File: config.mk
export PLATFORM = sky130hd
export DESIGN_NAME = index_list_range_counter
export DESIGN_NICKNAME = d
export VERILOG_FILES = /design/src/hw/rtl/ilrc_pkg.sv /design/src/hw/rtl/ilrc_parse.sv /design/src/hw/rtl/ilrc_final.sv /design/src/hw/rtl/index_list_range_counter.sv
export SDC_FILE = /design/constraint.sdc
export NUM_CORES = 1
export LEC_CHECK = 0
export BUFFER_PORTS_ARGS = -buffer_cell sky130_fd_sc_hd__buf_2
export CELL_PAD_IN_SITES_DETAIL_PLACEMENT = 1
export CELL_PAD_IN_SITES_GLOBAL_PLACEMENT = 1
export CORE_UTILIZATION = 30
export DETAILED_ROUTE_END_ITERATION = 8
export PLACE_DENSITY = 0.56
export SLEW_MARGIN = 20
export SYNTH_ARGS = -nofsm -noshare
export SYNTH_HDL_FRONTEND = slang
export SYNTH_SLANG_ARGS = --single-unit
File: constraint.sdc
create_clock -name clk_i -period 19.62 [get_ports clk_i]
set_clock_uncertainty 0.1 [all_clocks]
set_input_delay 1.962 -clock clk_i [delete_from_list [all_inputs] [get_ports clk_i]]
set_output_delay 1.962 -clock clk_i [all_outputs]
set_load 0.005 [all_outputs]
File: src/hw/rtl/ilrc_pkg.sv
// Shared types, character codes and range-handling functions of the index list range counter.
// Used by ilrc_parse, ilrc_final and the top level; depends on nothing.
package ilrc_pkg;

  typedef enum logic [3:0] {
    PH_SKIP,
    PH_WS1,
    PH_SIGN1,
    PH_DIG1,
    PH_WS2,
    PH_WS2N,
    PH_SIGN2,
    PH_DIG2,
    PH_DONE
  } phase_e;

  typedef enum logic [1:0] {
    FS_UNDEC,
    FS_OK,
    FS_NF,
    FS_INV
  } fstat_e;

  typedef enum logic [1:0] {
    ST_OK       = 2'd0,
    ST_NOTFOUND = 2'd1,
    ST_INVALID  = 2'd2
  } status_e;

  localparam int unsigned NumW = 31;
  localparam logic [NumW-1:0] INT_MAX = '1;

  localparam logic [7:0] CH_NUL   = 8'h00;
  localparam logic [7:0] CH_TAB   = 8'h09;
  localparam logic [7:0] CH_LF    = 8'h0A;
  localparam logic [7:0] CH_CR    = 8'h0D;
  localparam logic [7:0] CH_SPACE = 8'h20;
  localparam logic [7:0] CH_PLUS  = 8'h2B;
  localparam logic [7:0] CH_COMMA = 8'h2C;
  localparam logic [7:0] CH_MINUS = 8'h2D;
  localparam logic [7:0] CH_ZERO  = 8'h30;
  localparam logic [7:0] CH_NINE  = 8'h39;

  typedef struct packed {
    phase_e          phase;
    logic [NumW-1:0] first_num;
    logic [NumW-1:0] second_num;
    logic            neg;
    logic            big;
    logic [NumW-1:0] count;
    fstat_e          fstat;
  } parse_t;

  typedef struct packed {
    logic pending;
    logic out_free;
  } fin_ctrl_t;

  localparam parse_t PARSE_CLEAR = '{
    phase:      PH_SKIP,
    first_num:  '0,
    second_num: '0,
    neg:        1'b0,
    big:        1'b0,
    count:      '0,
    fstat:      FS_UNDEC
  };

  function automatic logic bad_number(parse_t s, logic [NumW-1:0] v);
    return s.big || (s.neg && (v != '0));
  endfunction

  // Close the first number at character c. A result phase of PH_SKIP means c is parsed again.
  function automatic parse_t end_first(parse_t s, logic [7:0] c, logic cm);
    parse_t r;
    r = s;
    if (bad_number(s, s.first_num)) begin
      r.fstat = FS_NF;
      r.phase = PH_DONE;
    end else if (!cm) begin
      r.fstat = ((c == CH_LF) || (c == CH_NUL)) ? FS_OK : FS_NF;
      r.phase = PH_DONE;
    end else if ((c == CH_NUL) || (c == CH_COMMA) || (c == CH_LF)) begin
      if (s.count == INT_MAX) begin
        r.fstat = FS_INV;
        r.phase = PH_DONE;
      end else begin
        r.count = s.count + 1'b1;
        r.phase = PH_SKIP;
      end
    end else if (c == CH_MINUS) begin
      r.second_num = '0;
      r.neg        = 1'b0;
      r.big        = 1'b0;
      r.phase      = PH_WS2;
    end else begin
      r.phase = PH_SKIP;
    end
    return r;
  endfunction

  // Close a range. A result phase of PH_SKIP means the ending character is parsed again.
  function automatic parse_t end_second(parse_t s);
    parse_t          r;
    logic [NumW-1:0] diff;
    logic [NumW:0]   sum;
    r    = s;
    diff = s.second_num - s.first_num;
    sum  = {1'b0, s.count} + {1'b0, diff};
    if (bad_number(s, s.second_num)) begin
      r.fstat = FS_INV;
      r.phase = PH_DONE;
    end else if (s.second_num > s.first_num) begin
      if (sum >= {1'b0, INT_MAX}) begin
        r.fstat = FS_INV;
        r.phase = PH_DONE;
      end else begin
        r.count = sum[NumW-1:0] + 1'b1;
        r.phase = PH_SKIP;
      end
    end else begin
      r.phase = PH_SKIP;
    end
    return r;
  endfunction

endpackage

File: src/hw/rtl/ilrc_parse.sv
// Character parser of the index list range counter: holds the parse state and advances it
// by one item per cycle while accept_i is high. Depends on ilrc_pkg.
module ilrc_parse import ilrc_pkg::*; (
  input  logic       clk_i,
  input  logic       rst_ni,
  input  logic       accept_i,
  input  logic [7:0] char_i,
  input  logic       last_i,
  input  logic       count_mode_i,
  output parse_t     state_o
);

  parse_t state_q, state_d;
  parse_t base, fed;
  logic   ended_q, ended_d;
  logic   str_end;
  parse_t e;

  function automatic logic is_ws(logic [7:0] c);
    return (c == CH_SPACE) || ((c >= CH_TAB) && (c <= CH_CR));
  endfunction

  function automatic logic is_digit(logic [7:0] c);
    return (c >= CH_ZERO) && (c <= CH_NINE);
  endfunction

  function automatic logic [NumW:0] accumulate(logic big, logic [NumW-1:0] v, logic [7:0] c);
    logic [NumW+3:0] t;
    logic [7:0]      d;
    d = c - CH_ZERO;
    t = ({4'b0, v} << 3) + ({4'b0, v} << 1) + {{(NumW-4){1'b0}}, d};
    if (big) begin
      return {1'b1, v};
    end else if (t[NumW+3:NumW] != '0) begin
      return {1'b1, v};
    end else begin
      return {1'b0, t[NumW-1:0]};
    end
  endfunction

  // Handles a character in the separator skip phases and starts the first number.
  function automatic parse_t skip_ws(parse_t s, logic [7:0] c, logic ws1);
    parse_t r;
    r = s;
    if (!ws1 && ((c == CH_SPACE) || (c == CH_TAB) || (c == CH_COMMA))) begin
      r.phase = PH_SKIP;
    end else if (is_ws(c)) begin
      r.phase = PH_WS1;
    end else begin
      r.first_num = '0;
      r.big       = 1'b0;
      r.neg       = 1'b0;
      if ((c == CH_PLUS) || (c == CH_MINUS)) begin
        r.neg   = (c == CH_MINUS);
        r.phase = PH_SIGN1;
      end else if (is_digit(c)) begin
        r.first_num = {{(NumW-8){1'b0}}, c - CH_ZERO};
        r.phase     = PH_DIG1;
      end else begin
        r.phase = PH_DONE;
      end
    end
    return r;
  endfunction

  assign str_end = (char_i == CH_NUL) || last_i;

  always_comb begin
    logic [NumW:0] acc;
    base = ended_q ? PARSE_CLEAR : state_q;
    fed  = base;
    e    = base;
    acc  = '0;
    unique case (base.phase) inside
      PH_SKIP: fed = skip_ws(base, char_i, 1'b0);
      PH_WS1:  fed = skip_ws(base, char_i, 1'b1);
      PH_SIGN1: begin
        if (is_digit(char_i)) begin
          acc           = accumulate(base.big, base.first_num, char_i);
          fed.big       = acc[NumW];
          fed.first_num = acc[NumW-1:0];
          fed.phase     = PH_DIG1;
        end else begin
          fed.phase = PH_DONE;
        end
      end
      PH_DIG1: begin
        if (is_digit(char_i)) begin
          acc           = accumulate(base.big, base.first_num, char_i);
          fed.big       = acc[NumW];
          fed.first_num = acc[NumW-1:0];
        end else begin
          e   = end_first(base, char_i, count_mode_i);
          fed = (e.phase == PH_SKIP) ? skip_ws(e, char_i, 1'b0) : e;
        end
      end
      PH_WS2, PH_WS2N: begin
        if (is_ws(char_i)) begin
          if ((char_i != CH_SPACE) && (char_i != CH_TAB)) begin
            fed.phase = PH_WS2N;
          end
        end else begin
          fed.second_num = '0;
          fed.big        = 1'b0;
          fed.neg        = 1'b0;
          if ((char_i == CH_PLUS) || (char_i == CH_MINUS)) begin
            fed.neg   = (char_i == CH_MINUS);
            fed.phase = PH_SIGN2;
          end else if (is_digit(char_i)) begin
            fed.second_num = {{(NumW-8){1'b0}}, char_i - CH_ZERO};
            fed.phase      = PH_DIG2;
          end else begin
            fed = skip_ws(fed, char_i, base.phase == PH_WS2N);
          end
        end
      end
      PH_SIGN2: begin
        if (is_digit(char_i)) begin
          acc            = accumulate(base.big, base.second_num, char_i);
          fed.big        = acc[NumW];
          fed.second_num = acc[NumW-1:0];
          fed.phase      = PH_DIG2;
        end else begin
          fed.phase = PH_DONE;
        end
      end
      PH_DIG2: begin
        if (is_digit(char_i)) begin
          acc            = accumulate(base.big, base.second_num, char_i);
          fed.big        = acc[NumW];
          fed.second_num = acc[NumW-1:0];
        end else begin
          e   = end_second(base);
          fed = (e.phase == PH_SKIP) ? skip_ws(e, char_i, 1'b0) : e;
        end
      end
      default: fed = base;
    endcase
  end

  always_comb begin
    state_d = state_q;
    ended_d = ended_q;
    if (accept_i) begin
      state_d = (char_i == CH_NUL) ? base : fed;
      ended_d = str_end;
    end
  end

  always_ff @(posedge clk_i or negedge rst_ni) begin
    if (!rst_ni) begin
      state_q <= PARSE_CLEAR;
      ended_q <= 1'b0;
    end else begin
      state_q <= state_d;
      ended_q <= ended_d;
    end
  end

  assign state_o = state_q;

endmodule

File: src/hw/rtl/ilrc_final.sv
// String-end stage of the index list range counter: closes an open number, decides the
// status and holds the result register. Depends on ilrc_pkg.
module ilrc_final import ilrc_pkg::*; (
  input  logic            clk_i,
  input  logic            rst_ni,
  input  logic            start_i,
  input  parse_t          state_i,
  input  logic            count_mode_i,
  input  logic            out_ready_i,
  output fin_ctrl_t       ctrl_o,
  output logic            out_valid_o,
  output logic [NumW-1:0] value_o,
  output status_e         status_o
);

  logic            pending_q, pending_d;
  logic            out_valid_q, out_valid_d;
  logic [NumW-1:0] value_q, value_d;
  status_e         status_q, status_d;
  logic            out_free, commit;
  parse_t          s;

  assign out_free = !out_valid_q || out_ready_i;
  assign commit   = pending_q && out_free;

  always_comb begin
    s = state_i;
    if (state_i.phase == PH_DIG1) begin
      s = end_first(state_i, CH_NUL, count_mode_i);
    end else if (state_i.phase == PH_DIG2) begin
      s = end_second(state_i);
    end
    value_d = '0;
    unique case (s.fstat)
      FS_UNDEC: begin
        if (count_mode_i && (s.count != '0)) begin
          status_d = ST_OK;
          value_d  = s.count;
        end else begin
          status_d = ST_NOTFOUND;
        end
      end
      FS_OK: begin
        status_d = ST_OK;
        value_d  = count_mode_i ? s.count : s.first_num;
      end
      FS_NF:   status_d = ST_NOTFOUND;
      default: status_d = ST_INVALID;
    endcase
  end

  always_comb begin
    pending_d   = pending_q;
    out_valid_d = out_valid_q;
    if (commit) begin
      pending_d = 1'b0;
    end
    if (start_i) begin
      pending_d = 1'b1;
    end
    if (commit) begin
      out_valid_d = 1'b1;
    end else if (out_ready_i) begin
      out_valid_d = 1'b0;
    end
  end

  always_ff @(posedge clk_i or negedge rst_ni) begin
    if (!rst_ni) begin
      pending_q   <= 1'b0;
      out_valid_q <= 1'b0;
    end else begin
      pending_q   <= pending_d;
      out_valid_q <= out_valid_d;
    end
  end

  always_ff @(posedge clk_i) begin
    if (commit) begin
      value_q  <= value_d;
      status_q <= status_d;
    end
  end

  assign ctrl_o      = '{pending: pending_q, out_free: out_free};
  assign out_valid_o = out_valid_q;
  assign value_o     = value_q;
  assign status_o    = status_q;

endmodule

File: src/hw/rtl/index_list_range_counter.sv
// Index list range counter: takes list text such as "0-7,9,12-15" one byte per item and
// returns one count or value per string. Depends on ilrc_pkg, ilrc_parse and ilrc_final.
//
// One byte is accepted every cycle while s_axis_tready is high. The result of a string is
// registered in the parse state register, then the string-end stage and its result register,
// after the byte that ends it (a NUL byte, or any byte with tlast). s_axis_tready drops only
// while a finished string waits for the output register and that register is stalled. There
// is no clearing pass after reset.
module index_list_range_counter import ilrc_pkg::*; (
  input  logic        clk_i,
  input  logic        rst_ni,
  input  logic        s_axis_tvalid,
  output logic        s_axis_tready,
  input  logic [7:0]  s_axis_tdata,   // [7:0] char_byte
  input  logic        s_axis_tlast,   // last
  output logic        m_axis_tvalid,
  input  logic        m_axis_tready,
  output logic [39:0] m_axis_tdata,   // [30:0] value, [32:31] status, [39:33] zero
  input  logic        cfg_valid_i,
  output logic        cfg_ready_o,
  input  logic        cfg_data_i      // count_mode
);

  logic            count_mode_q;
  logic            accept, start;
  parse_t          state;
  fin_ctrl_t       fin_ctrl;
  logic [NumW-1:0] value;
  status_e         status;

  assign cfg_ready_o   = 1'b1;
  assign s_axis_tready = !fin_ctrl.pending || fin_ctrl.out_free;
  assign accept        = s_axis_tvalid && s_axis_tready;
  assign start         = accept && ((s_axis_tdata == CH_NUL) || s_axis_tlast);

  always_ff @(posedge clk_i or negedge rst_ni) begin
    if (!rst_ni) begin
      count_mode_q <= 1'b1;
    end else if (cfg_valid_i && cfg_ready_o) begin
      count_mode_q <= cfg_data_i;
    end
  end

  ilrc_parse u_parse (
    .clk_i        (clk_i),
    .rst_ni       (rst_ni),
    .accept_i     (accept),
    .char_i       (s_axis_tdata),
    .last_i       (s_axis_tlast),
    .count_mode_i (count_mode_q),
    .state_o      (state)
  );

  ilrc_final u_final (
    .clk_i        (clk_i),
    .rst_ni       (rst_ni),
    .start_i      (start),
    .state_i      (state),
    .count_mode_i (count_mode_q),
    .out_ready_i  (m_axis_tready),
    .ctrl_o       (fin_ctrl),
    .out_valid_o  (m_axis_tvalid),
    .value_o      (value),
    .status_o     (status)
  );

  assign m_axis_tdata = {7'b0, status, value};

  a_end_sets_pending: assert property (@(posedge clk_i) disable iff (!rst_ni)
    start |=> fin_ctrl.pending)
    else $error("string end did not queue a result");

  a_pending_holds: assert property (@(posedge clk_i) disable iff (!rst_ni)
    (fin_ctrl.pending && !fin_ctrl.out_free) |=> fin_ctrl.pending)
    else $error("queued result dropped while output stalled");

  a_no_accept_when_full: assert property (@(posedge clk_i) disable iff (!rst_ni)
    (fin_ctrl.pending && !fin_ctrl.out_free) |-> !s_axis_tready)
    else $error("item accepted over an unfinished string");

  a_commit_shows_result: assert property (@(posedge clk_i) disable iff (!rst_ni)
    (fin_ctrl.pending && fin_ctrl.out_free) |=> m_axis_tvalid)
    else $error("committed result not presented");

endmodule
==> summary.md <==
| Metric | Value |
|---|---|
| Initial Util | `30.29%` |
| Critical Path Source Type | `flip-flop` |
| Antenna cell count | `0` |
| Drt first pass iters | `5` |
| RSZ-0062 raised after global routing | `false` |
| List of most frequent post-synthesis cells | `295 x nand2_1, 256 x a21oi_1, 255 x nor2_1, 247 x ha_1, 198 x o21ai_0` |
| CP max FO | `35` |
| Grt ovf | `0` |
| Crit Path Category | `flip-flop to flip-flop` |
| CP delay by family, top | `compound AO/OA/AOI/OAI gates` |
| Setup violations, final | `0` |
| CTS Root Cell | `clkbuf_16` |
| Largest net degree at the start of global routing | `60` |
| Slew @ Worst Pin | `between 1 and 1.5 ns` |
| Starting DRT DRC Count | `around 1,900` |
| Hold Buf Count CTS | `0` |
| Setup crit end kind | `flip-flop` |
| Postcts setup bufs | `0` |
| # Max-Cap Violations | `0` |
| Max Fclk | `0.1031 GHz` |
| DR WL/cell | `~28 microns` |
| Worst path required time | `19.90 ns` |
| DP HPWL | `96,100 microns` |
| Area Overhead vs Synth | `8.058%` |
| Most numerous cell in the Yosys netlist | `nand2_1` |
| H-tree Lvls | `4` |
| Clk Latency, worst-skew pair | `0.50 ns` |
| CP max-delay cell | `dfrtp_2` |
| Minimum clock period | `approximately 9.7 ns` |
| CTS max path bufs | `2` |
| Dominant synthesized flop cell | `dfrtp_1` |
| Antenna violations before repair | `6` |
| Total power | `1.194 mW` |
| Final Cycle Share | `49.45%` |
| Worst endpoint data arrival time | `9.98 ns` |
| Vias in the first global route | `24,990` |
| Via count | `between 20,000 and 30,000` |
| Synth top area cells | `ha_1 13%, dfrtp_1 11%, a21oi_1 5.6%` |
| Io pins | `58` |
| Fraction of layout cells with a size suffix above 1 | `5.926%` |
| Final wirelength | `115,400 microns` |
| Synth Cell Area | `0.02296 sq mm` |
| FFs w/ async S/R, synth | `roughly three quarters` |
| First-pass GRT wire length | `169,200 microns` |
| Placer Congestion | `1.029` |
| FF+latch count, synth | `138` |
| Num CTS Buffers | `17` |
| Buffers on Ports | `49` |
| Fin nets | `3,370` |
| Area of the core | `between 0.07 and 0.08 sq mm` |
| Crit-path most repeated cell | `o21ai_0` |
| Via density | `6.185` |
| Synth top area share | `a little over an eighth` |
| Cell variety after synth | `107` |
| Hold Vio Cnt, Final | `0` |
| Clock sinks | `138` |
| Max incr delay on CP | `0.82 ns` |
| DRC errors left | `0` |
| TritonCTS clock tree | `yes` |
| Clock transition at path regs | `about 0.080 ns` |
| Worst rel slew slack | `23.12%` |
| Peak supply drop | `0.06892 mV` |
| Die Width | `278.7 microns` |
| Hold Crit Class | `flip-flop to flip-flop` |
| PD cells | `48.10 mW/mm^2` |
| Status | `finished, final reports clean` |
| WP buf/inv | `3` |
| Post-cts sizing count | `0` |
| Num rows | `101` |
| Number of synthesized flops with an enable pin | `33` |
| Die area | `0.07766 sq mm` |
| Die H | `roughly 280 microns` |
| GRT Util Overall | `29.14%` |
| Avg Cell Area, Syn | `7.386 sq um` |
| YS warnings | `0` |
| Final setup TNS | `0 ns` |
| Leakage dissipation | `11.23 nW` |
| Area leader, netlist | `ha_1` |
| Routed Antenna Nets | `0` |
| Seq/Total Area, Yosys | `between 10% and 20%` |
| Syn Inst Count | `3,109` |
| Fin. max-slew vios | `0` |
-- cell usage in the layout, fill, tap and decap left out, types with 87 or more instances in the layout --
cell	instances
ha_1	247
nor3_1	94
nor2_1	254
nand2_1	295
o21ai_0	198
dfrtp_1	103
nand3_1	87
inv_1	177
a21o_1	103
xnor2_1	133
a21oi_1	256
-- path summary, 6_finish.rpt --
kind	from	slack, ns	end	cells past startpoint
max	u_parse.ended_q$_DFFE_PN0P_	9.92	u_parse.state_o[11]$_DFFE_PN0P_	30
min	u_final.pending_q$_DFFE_PN0P_	0.40	u_final.out_valid_o$_DFFE_PN0P_	1
max reg2reg	u_parse.ended_q$_DFFE_PN0P_	9.92	u_parse.state_o[11]$_DFFE_PN0P_	30
min reg2reg	u_final.pending_q$_DFFE_PN0P_	0.40	u_final.out_valid_o$_DFFE_PN0P_	1
max in group asynchronous	rst_ni	16.58	u_parse.state_o[98]$_DFFE_PN0P_	2
min in group asynchronous	rst_ni	1.48	u_parse.state_o[82]$_DFFE_PN0P_	1
-- through the flow --
| step | setup slack, ns | util, % | cells | hold WS [ns] | area (sq um) |
|---|---|---|---|---|---|
| after global placement | 10.20 | 31.97 | 4051 | 0.3705 | 24240 |
| final | 9.918 | 32.73 | 4083 | 0.3988 | 24820 |
| after CTS | 10.06 | 32.72 | 4083 | 0.4043 | 24810 |
| after global routing | 9.511 | 32.73 | 4083 | 0.4366 | 24820 |
| after detailed placement | 10.10 | 31.97 | 4051 | 0.3831 | 24240 |
| after floorplan | 11.19 | - | 3115 | 0.3487 | 22990 |
-- routing by layer --
| metal | wire [microns] | GRT usage (%) | vias to the layer above |
|---|---|---|---|
| met3 | 6867 | 4.619 | 197 |
| met2 | 50430 | 45.42 | 852 |
| li1 | - | - | 11520 |
| met4 | 5375 | 12.83 | 6 |
| met5 | 37 | 0 | - |
| met1 | 52680 | 39.48 | 12680 |
-- flip-flops by register name, summed over array words and instances, names as in the netlist --
| register | count |
|---|---|
| u_final.out_valid_o | 1 |
| u_parse.state_o | 101 |
| u_final.value_o | 31 |
| u_final.pending_q | 1 |
| count_mode_q | 1 |
| u_final.status_o | 2 |
| u_parse.ended_q | 1 |
-- power breakdown --
part	internal (mW)	switching, mW	total, mW	leakage (nW)
clock network	0.177	0.162	0.340	0.271
registers	0.307	0.0246	0.332	1.75
logic	0.169	0.353	0.522	9.21
-- cell families after synthesis --
family,after synthesis,synth area share (%)
other cells,2,0.03270
xor+xnor,183,6.979
fa+ha+maj,263,14.85
buf+inv,316,5.470
flops,138,15.76
simple gates,1146,25.30
compound gates,1027,30.12
mux,34,1.482
-- final cells by class --
cell class | count | area, sq um
well taps | 978 | 1224
inverters | 179 | 671.9
fillers | 9338 | 51010
clock inverters | 14 | 138.9
flip-flops and latches | 138 | 3621
clock buffers | 18 | 429.2
multi-input cells | 2661 | 18140
repair buffers | 95 | 593.1
No activity file was read; power rests on OpenSTA's default activity.
